--- src/design/mss_pkg.sv ---
// shared constants for the moisture sample sequencer
package mss_pkg;

  // phase codes
  localparam logic [2:0] PH_IDLE     = 3'd0;
  localparam logic [2:0] PH_START    = 3'd1;
  localparam logic [2:0] PH_WAIT     = 3'd2;
  localparam logic [2:0] PH_PROCESS  = 3'd3;
  localparam logic [2:0] PH_REPORT   = 3'd4;
  localparam logic [2:0] PH_INTERVAL = 3'd5;

  // register indexes
  localparam logic [1:0] REG_DRY      = 2'd0;
  localparam logic [1:0] REG_WET      = 2'd1;
  localparam logic [1:0] REG_INTERVAL = 2'd2;
  localparam logic [1:0] REG_VREF     = 2'd3;

  // register reset values
  localparam logic [11:0] DRY_RESET      = 12'd4095;
  localparam logic [11:0] WET_RESET      = 12'd0;
  localparam logic [31:0] INTERVAL_RESET = 32'd300;
  localparam logic [12:0] VREF_RESET     = 13'd3300;

  // arithmetic constants
  localparam logic [11:0] ADC_FULL  = 12'd4095;
  localparam logic [12:0] PCT_SCALE = 13'd100;
  localparam logic [6:0]  PCT_FULL  = 7'd100;
  localparam logic [4:0]  MUL_LAST  = 5'd12;
  localparam logic [4:0]  DIV_LAST  = 5'd24;

endpackage

--- src/design/moisture_sample_sequencer.sv ---
// moisture sample sequencer: phase control with a bit-serial multiply and divide unit
//
// one poll beat in gives exactly one result beat out. polls enter on in_valid while
// in_stall is low; results leave on out_valid while out_stall is low. in_stall is high
// while a poll is being worked on and during reset. a finished result sits in the
// output register while the next poll is taken.
// from a poll, most phases pass from the idle state to the done state and then the output
// register; the interval phase goes through its compare state first. the process phase
// runs a shift-add multiply and a restoring divide for millivolts, then the same pair for
// the percentage when the sample lies between the wet and dry levels; the divider, which
// gives one quotient bit per cycle, is shared by both values.
// one poll is worked on at a time; the next is taken after the last leaves the done state.
// if out_stall holds a result, a finished poll waits in the core until the output
// register frees up, so nothing is dropped.
// reset returns to the idle phase, clears the latched values and restores the
// default calibration. registers are written through cfg_valid/cfg_ready, which is
// ready every cycle outside reset; write only while no poll is in flight.
module moisture_sample_sequencer (
  input  logic        clk,
  input  logic        rst,
  input  logic        in_valid,
  output logic        in_stall,
  input  logic [31:0] now_ticks,
  input  logic        conversion_done,
  input  logic [11:0] adc_sample,
  output logic        out_valid,
  input  logic        out_stall,
  output logic        start_conversion,
  output logic        report_valid,
  output logic [11:0] raw_reading,
  output logic [6:0]  moisture_percent,
  output logic [12:0] sample_millivolts,
  output logic [2:0]  phase,
  input  logic        cfg_valid,
  output logic        cfg_ready,
  input  logic [1:0]  cfg_index,
  input  logic [31:0] cfg_data
);

  localparam logic [2:0] CS_IDLE    = 3'd0;
  localparam logic [2:0] CS_MUL_MV  = 3'd1;
  localparam logic [2:0] CS_DIV_MV  = 3'd2;
  localparam logic [2:0] CS_MUL_PCT = 3'd3;
  localparam logic [2:0] CS_DIV_PCT = 3'd4;
  localparam logic [2:0] CS_INTV    = 3'd5;
  localparam logic [2:0] CS_DONE    = 3'd6;

  logic [11:0] dry_level;
  logic [11:0] wet_level;
  logic [31:0] wait_interval;
  logic [12:0] vref_millivolts;

  logic [2:0]  phase_reg;
  logic [31:0] interval_start;
  logic [11:0] latched_raw;
  logic [6:0]  latched_percent;
  logic [12:0] latched_millivolts;
  logic        start_pulse;
  logic        report_pulse;

  logic [2:0]  cs;
  logic [4:0]  cnt;
  logic [24:0] work;
  logic [24:0] mcand;
  logic [12:0] mplier;
  logic [11:0] rem;
  logic [11:0] divisor;
  logic [31:0] elapsed;

  logic        in_take;
  logic        out_free;
  logic [24:0] mul_sum;
  logic [12:0] div_shift;
  logic        div_ge;
  logic [12:0] div_diff;
  logic [11:0] rem_next;
  logic [24:0] quot_next;
  logic [11:0] dry_minus_raw;

  assign cfg_ready = !rst;
  assign in_stall  = rst || (cs != CS_IDLE);
  assign in_take   = in_valid && !in_stall;
  assign out_free  = !out_valid || !out_stall;

  // one multiply step and one divide step
  assign mul_sum       = mplier[0] ? (work + mcand) : work;
  assign div_shift     = {rem, work[24]};
  assign div_ge        = div_shift >= {1'b0, divisor};
  assign div_diff      = div_shift - {1'b0, divisor};
  assign rem_next      = div_ge ? div_diff[11:0] : div_shift[11:0];
  assign quot_next     = {work[23:0], div_ge};
  assign dry_minus_raw = dry_level - latched_raw;

  always_ff @(posedge clk) begin
    if (rst) begin
      dry_level       <= mss_pkg::DRY_RESET;
      wet_level       <= mss_pkg::WET_RESET;
      wait_interval   <= mss_pkg::INTERVAL_RESET;
      vref_millivolts <= mss_pkg::VREF_RESET;
    end else if (cfg_valid && cfg_ready) begin
      case (cfg_index)
        mss_pkg::REG_DRY:      dry_level       <= cfg_data[11:0];
        mss_pkg::REG_WET:      wet_level       <= cfg_data[11:0];
        mss_pkg::REG_INTERVAL: wait_interval   <= cfg_data;
        mss_pkg::REG_VREF:     vref_millivolts <= cfg_data[12:0];
        default: ;
      endcase
    end
  end

  always_ff @(posedge clk) begin
    if (rst) begin
      cs                 <= CS_IDLE;
      cnt                <= '0;
      phase_reg          <= mss_pkg::PH_IDLE;
      interval_start     <= '0;
      latched_raw        <= '0;
      latched_percent    <= '0;
      latched_millivolts <= '0;
      start_pulse        <= 1'b0;
      report_pulse       <= 1'b0;
    end else begin
      case (cs)
        CS_IDLE: begin
          if (in_take) begin
            start_pulse  <= 1'b0;
            report_pulse <= 1'b0;
            cs           <= CS_DONE;
            case (phase_reg)
              mss_pkg::PH_START: begin
                start_pulse    <= 1'b1;
                interval_start <= now_ticks;
                phase_reg      <= mss_pkg::PH_WAIT;
              end
              mss_pkg::PH_WAIT: begin
                if (conversion_done) begin
                  phase_reg <= mss_pkg::PH_PROCESS;
                end
              end
              mss_pkg::PH_PROCESS: begin
                latched_raw <= adc_sample;
                phase_reg   <= mss_pkg::PH_REPORT;
                work        <= '0;
                mcand       <= {13'd0, adc_sample};
                mplier      <= vref_millivolts;
                cnt         <= '0;
                cs          <= CS_MUL_MV;
              end
              mss_pkg::PH_REPORT: begin
                report_pulse   <= 1'b1;
                interval_start <= now_ticks;
                phase_reg      <= mss_pkg::PH_INTERVAL;
              end
              mss_pkg::PH_INTERVAL: begin
                elapsed <= now_ticks - interval_start;
                cs      <= CS_INTV;
              end
              default: begin
                phase_reg <= mss_pkg::PH_START;
              end
            endcase
          end
        end
        CS_MUL_MV, CS_MUL_PCT: begin
          work   <= mul_sum;
          mcand  <= {mcand[23:0], 1'b0};
          mplier <= {1'b0, mplier[12:1]};
          cnt    <= cnt + 5'd1;
          if (cnt == mss_pkg::MUL_LAST) begin
            cnt <= '0;
            rem <= '0;
            if (cs == CS_MUL_MV) begin
              divisor <= mss_pkg::ADC_FULL;
              cs      <= CS_DIV_MV;
            end else begin
              divisor <= dry_level - wet_level;
              cs      <= CS_DIV_PCT;
            end
          end
        end
        CS_DIV_MV: begin
          work <= quot_next;
          rem  <= rem_next;
          cnt  <= cnt + 5'd1;
          if (cnt == mss_pkg::DIV_LAST) begin
            latched_millivolts <= quot_next[12:0];
            cnt                <= '0;
            if (latched_raw >= dry_level) begin
              latched_percent <= '0;
              cs              <= CS_DONE;
            end else if (latched_raw <= wet_level) begin
              latched_percent <= mss_pkg::PCT_FULL;
              cs              <= CS_DONE;
            end else begin
              work   <= '0;
              mcand  <= {13'd0, dry_minus_raw};
              mplier <= mss_pkg::PCT_SCALE;
              cs     <= CS_MUL_PCT;
            end
          end
        end
        CS_DIV_PCT: begin
          work <= quot_next;
          rem  <= rem_next;
          cnt  <= cnt + 5'd1;
          if (cnt == mss_pkg::DIV_LAST) begin
            latched_percent <= quot_next[6:0];
            cnt             <= '0;
            cs              <= CS_DONE;
          end
        end
        CS_INTV: begin
          if (elapsed >= wait_interval) begin
            phase_reg <= mss_pkg::PH_IDLE;
          end
          cs <= CS_DONE;
        end
        CS_DONE: begin
          if (out_free) begin
            cs <= CS_IDLE;
          end
        end
        default: begin
          cs <= CS_IDLE;
        end
      endcase
    end
  end

  // output register
  always_ff @(posedge clk) begin
    if (rst) begin
      out_valid <= 1'b0;
    end else if (cs == CS_DONE && out_free) begin
      out_valid <= 1'b1;
    end else if (!out_stall) begin
      out_valid <= 1'b0;
    end
  end

  always_ff @(posedge clk) begin
    if (cs == CS_DONE && out_free) begin
      start_conversion  <= start_pulse;
      report_valid      <= report_pulse;
      raw_reading       <= latched_raw;
      moisture_percent  <= latched_percent;
      sample_millivolts <= latched_millivolts;
      phase             <= phase_reg;
    end
  end

endmodule

--- config.mk ---
export PLATFORM = sky130hd
export DESIGN_NAME = moisture_sample_sequencer
export DESIGN_NICKNAME = d
export VERILOG_FILES = /design/src/design/mss_pkg.sv /design/src/design/moisture_sample_sequencer.sv
export SDC_FILE = /design/constraint.sdc
export NUM_CORES = 1
export LEC_CHECK = 0
export BUFFER_PORTS_ARGS = -buffer_cell sky130_fd_sc_hd__clkbuf_2
export CAP_MARGIN = 20
export CORE_ASPECT_RATIO = 0.6
export CORE_MARGIN = 5
export CORE_UTILIZATION = 46
export CTS_BUF_LIST = sky130_fd_sc_hd__clkbuf_4 sky130_fd_sc_hd__clkbuf_8
export CTS_CLUSTER_DIAMETER = 60
export DETAILED_ROUTE_END_ITERATION = 6
export PLACE_DENSITY = 0.74
export SETUP_SLACK_MARGIN = 0.05
export SLEW_MARGIN = 20
export SYNTH_ARGS = -nofsm -noshare
export SYNTH_HDL_FRONTEND = slang
export SYNTH_SLANG_ARGS = --single-unit
--- constraint.sdc ---
create_clock -name clk -period 6 [get_ports clk]
set_input_delay 0.6 -clock clk [delete_from_list [all_inputs] [get_ports clk]]
set_output_delay 0.6 -clock clk [all_outputs]
set_load 0.01 [all_outputs]
==> flow_metrics.tcl <==
set metrics [dict create \
    drive_gt1_share_pct 12.2 \
    async_flop_share_pct 0 \
    nFillCells 3192 \
    synthMostInstantiatedCell "nand2_1" \
    crit_path_max_fanout 38 \
    synth_edf_count 156 \
    ios 124 \
    synth_top_area_share_pct 28.3 \
    drc_errors 0 \
    post_cts_resized 0 \
    post_synth_num_cell_types 72 \
    cts_hold_buf 0 \
    final_area_sq_um 18600 \
    p_leak_uw 0.00709 \
    grt_pass1_wl_microns 67600 \
    initial_core_util_pct 46.9 \
    clockPowerShare_pct 28.7 \
    slew_viol_final 0 \
    cp_data_arrival_time_ns 3.99 \
    synthAdderAreaFrac_pct 10.9 \
    synth.avg_cell_area_sq_um 9.25 \
    clock_path_buffers 3 \
    synth-xor-area-share_pct 3.66 \
    dieArea_sq_um 39900 \
    ys.flop_type "edfxtp_1" \
    htreeDepth 2 \
    yosysTopAreaCell "edfxtp_1" \
    r2r-end "mplier[0]" \
    synthSimpleGateAreaFrac_pct 15.7 \
    crit_required_ns 6.22 \
    tightest_slew_ns 1.07 \
    hold_depth 3 \
    largestRegisters "elapsed: 32 flops, interval_start: 32 flops, wait_interval: 32 flops" \
    hpwl_microns 32000 \
    cts_buffers 46 \
    vias 13536 \
    antenna_found_initial 2 \
    path_clk_slew_ns 0.07 \
    rsz0062_at_grt "false" \
    end_kind "flop" \
    drtAntennaViolNets 0 \
    crit_type "reg -> reg" \
    syn_area_sq_um 16500 \
    finalHoldViolations 0 \
    holdWs_ns 0.237 \
    area_growth_pct 12.8 \
    cts_tree "built" \
    swShare_pct 34.6 \
    gr-total-overflow 0 \
    setup_tns_ns 0 \
    fp-row-count 53 \
    startpoint_type "flop" \
    max_freq_mhz 265 \
    relSlewSlack_pct 27.9 \
    worst_hold_path_type "in -> reg" \
    drv_cap 0 \
    fp.dieH_microns 157 \
    grt_pass1_vias 12695 \
    synth_top_family_by_area "compound AO/OA/AOI/OAI gates" \
    synth_warnings 0 \
    grt_max_degree 47 \
    synth_compound_area_share_pct 17.8 \
    gp_congestion 0.924 \
    p_switching_uw 2310 \
    hp-start "adc_sample[0]" \
    p_int_uw 4370 \
    timing.final.crit_share_pct 62.8 \
    coreArea_sq_um 35200 \
    ir_drop_uv 202 \
    ys_seq_elements 303 \
    p_comb_share_pct 30.8 \
    status "complete, no violations" \
    synthMuxAreaShare_pct 1.09 \
    dr.pass1.iters 5 \
    r2r.worst_path.cells 6 \
    clk_latency_ns 0.60 \
    placed_area_sq_um 17600 \
    synthTopCellsByArea "edfxtp_1 28%, dfxtp_1 18%, ha_1 10%" \
    ys_top_cells_by_count "317 x nand2_1, 185 x a21oi_1, 156 x edfxtp_1, 147 x dfxtp_1, 139 x inv_1" \
    synth.net_count 2012 \
    r2r_start "cs[2]" \
    skew_ns 0.0387 \
    die_w_microns 255 \
    cts_root_buffer "clkbuf_8" \
    cts_sinks 303 \
    wl_per_cell_microns 17.8 \
    postCtsSetupBuffers 0 \
    r2r_setup_slack_ns 2.23 \
    holdPathEnd "latched_raw[0]" \
    setup_viol 0 \
    wirelength_microns 43000 \
    synth_seq_area_share_pct 46.2 \
    port_buffers 123 \
    drt-initial-drc-count 1216 \
    final_nets 2130 \
    fin_util_pct 52.9 \
    cellPowerDensity_nw_per_um2 358 \
    finalCriticalPeriod_ns 3.77 \
    vias_per_cell 5.62 \
    grt_usage_pct 20.9 \
    syn_inst 1787 \
    seqPwrFrac_pct 40.5 \
]
-- layer usage --
layer	GRT usage (%)	vias to the layer above	share of wire, %
met5	0	-	0
met4	5.87	0	2.5
met3	4.42	71	8.1
met2	29.5	506	41
met1	32.4	6392	49
li1	-	6567	-
-- worst max path at each step --
stage                   start          end  slack [ns]  depth (start not counted)
2_1_floorplan  latched_raw[5]     mcand[0]        0.70                          9
3_3_place_gp     now_ticks[0]  elapsed[28]        2.27                         12
3_5_place_dp     now_ticks[0]  elapsed[28]        2.23                         12
4_1_cts                 cs[2]   mplier[12]        2.27                          6
5_1_grt                 cs[2]   mplier[12]        2.08                          6
6_report                cs[2]    mplier[0]        2.23                          6
-- cells in the final DEF (no fill, tap or decap), types with 7 or more instances in the layout --
cell / netlist / layout
edfxtp_1: 156 / 156
o21a_1: 11 / 11
nand2_1: 317 / 317
a211oi_1: 15 / 15
clkbuf_8: 0 / 53
xor2_1: 26 / 26
a21o_1: 37 / 37
o21ai_0: 89 / 89
mux2i_1: 18 / 18
dfxtp_1: 147 / 147
clkbuf_2: 0 / 122
o31ai_1: 9 / 9
buf_4: 1 / 14
inv_1: 139 / 139
a22oi_1: 12 / 12
nor2b_1: 23 / 23
xnor2_1: 43 / 43
nand3_1: 29 / 29
o21bai_1: 7 / 7
o211ai_1: 14 / 14
and2_1: 25 / 25
nand4_1: 17 / 17
a21oi_1: 185 / 184
nor2_1: 78 / 74
or2_2: 7 / 7
a31oi_1: 8 / 8
a21boi_0: 7 / 7
a22o_1: 15 / 15
nand2b_1: 16 / 16
and3_1: 10 / 10
clkbuf_4: 0 / 16
or3_1: 10 / 9
nor3_1: 32 / 30
ha_1: 136 / 136
-- power groups by stage --
stage               clock network [uW]  registers, uW  logic [uW]
floorplan                            0           2660        1530
global placement                     0           2730        1950
detailed placement                   0           2740        2010
CTS                               1950           2700        2030
global route                      2050           2720        2290
finish                            1920           2700        2060
-- cell type report --
| type | count | area [sq um] | share of cell area (%) |
|---|---|---|---|
| tap | 467 | 584 | 3.14 |
| clock buffer | 69 | 850 | 4.56 |
| antenna | 2 | 5.00 | 0.0269 |
| inverter | 140 | 526 | 2.82 |
| clock inverter | 15 | 173 | 0.927 |
| sequential | 303 | 7630 | 40.9 |
| timing repair buffer | 136 | 716 | 3.84 |
| multi-input combinational | 1278 | 8160 | 43.8 |
-- worst max-delay path, cell delays in order, from the launching register on --
cell and delay (ns):
dfxtp_1 0.59, nor3_1 0.81, and3_1 0.41, nand3_1 0.60, o311a_1 0.36, nor3_2 0.10, buf_4 0.46
-- through the flow --
stage          total power [uW]  std cells  worst slack (ns)
3_3_place_gp               4690       2324              2.27
6_report                   6670       2410              2.23
4_1_cts                    6670       2408              2.27
5_1_grt                    7050       2410              2.08
2_1_floorplan              4190       1787             0.696
3_5_place_dp               4750       2324              2.23
-- cell families after synthesis --
kind of cell / after synthesis
AND/OR/NAND/NOR: 580
AO/OA/AOI/OAI: 470
flip-flops: 303
buffers and inverters: 206
adder cells (fa/ha/maj): 141
XOR/XNOR: 69
multiplexers: 18
No activity file was read; power rests on OpenSTA's default activity.
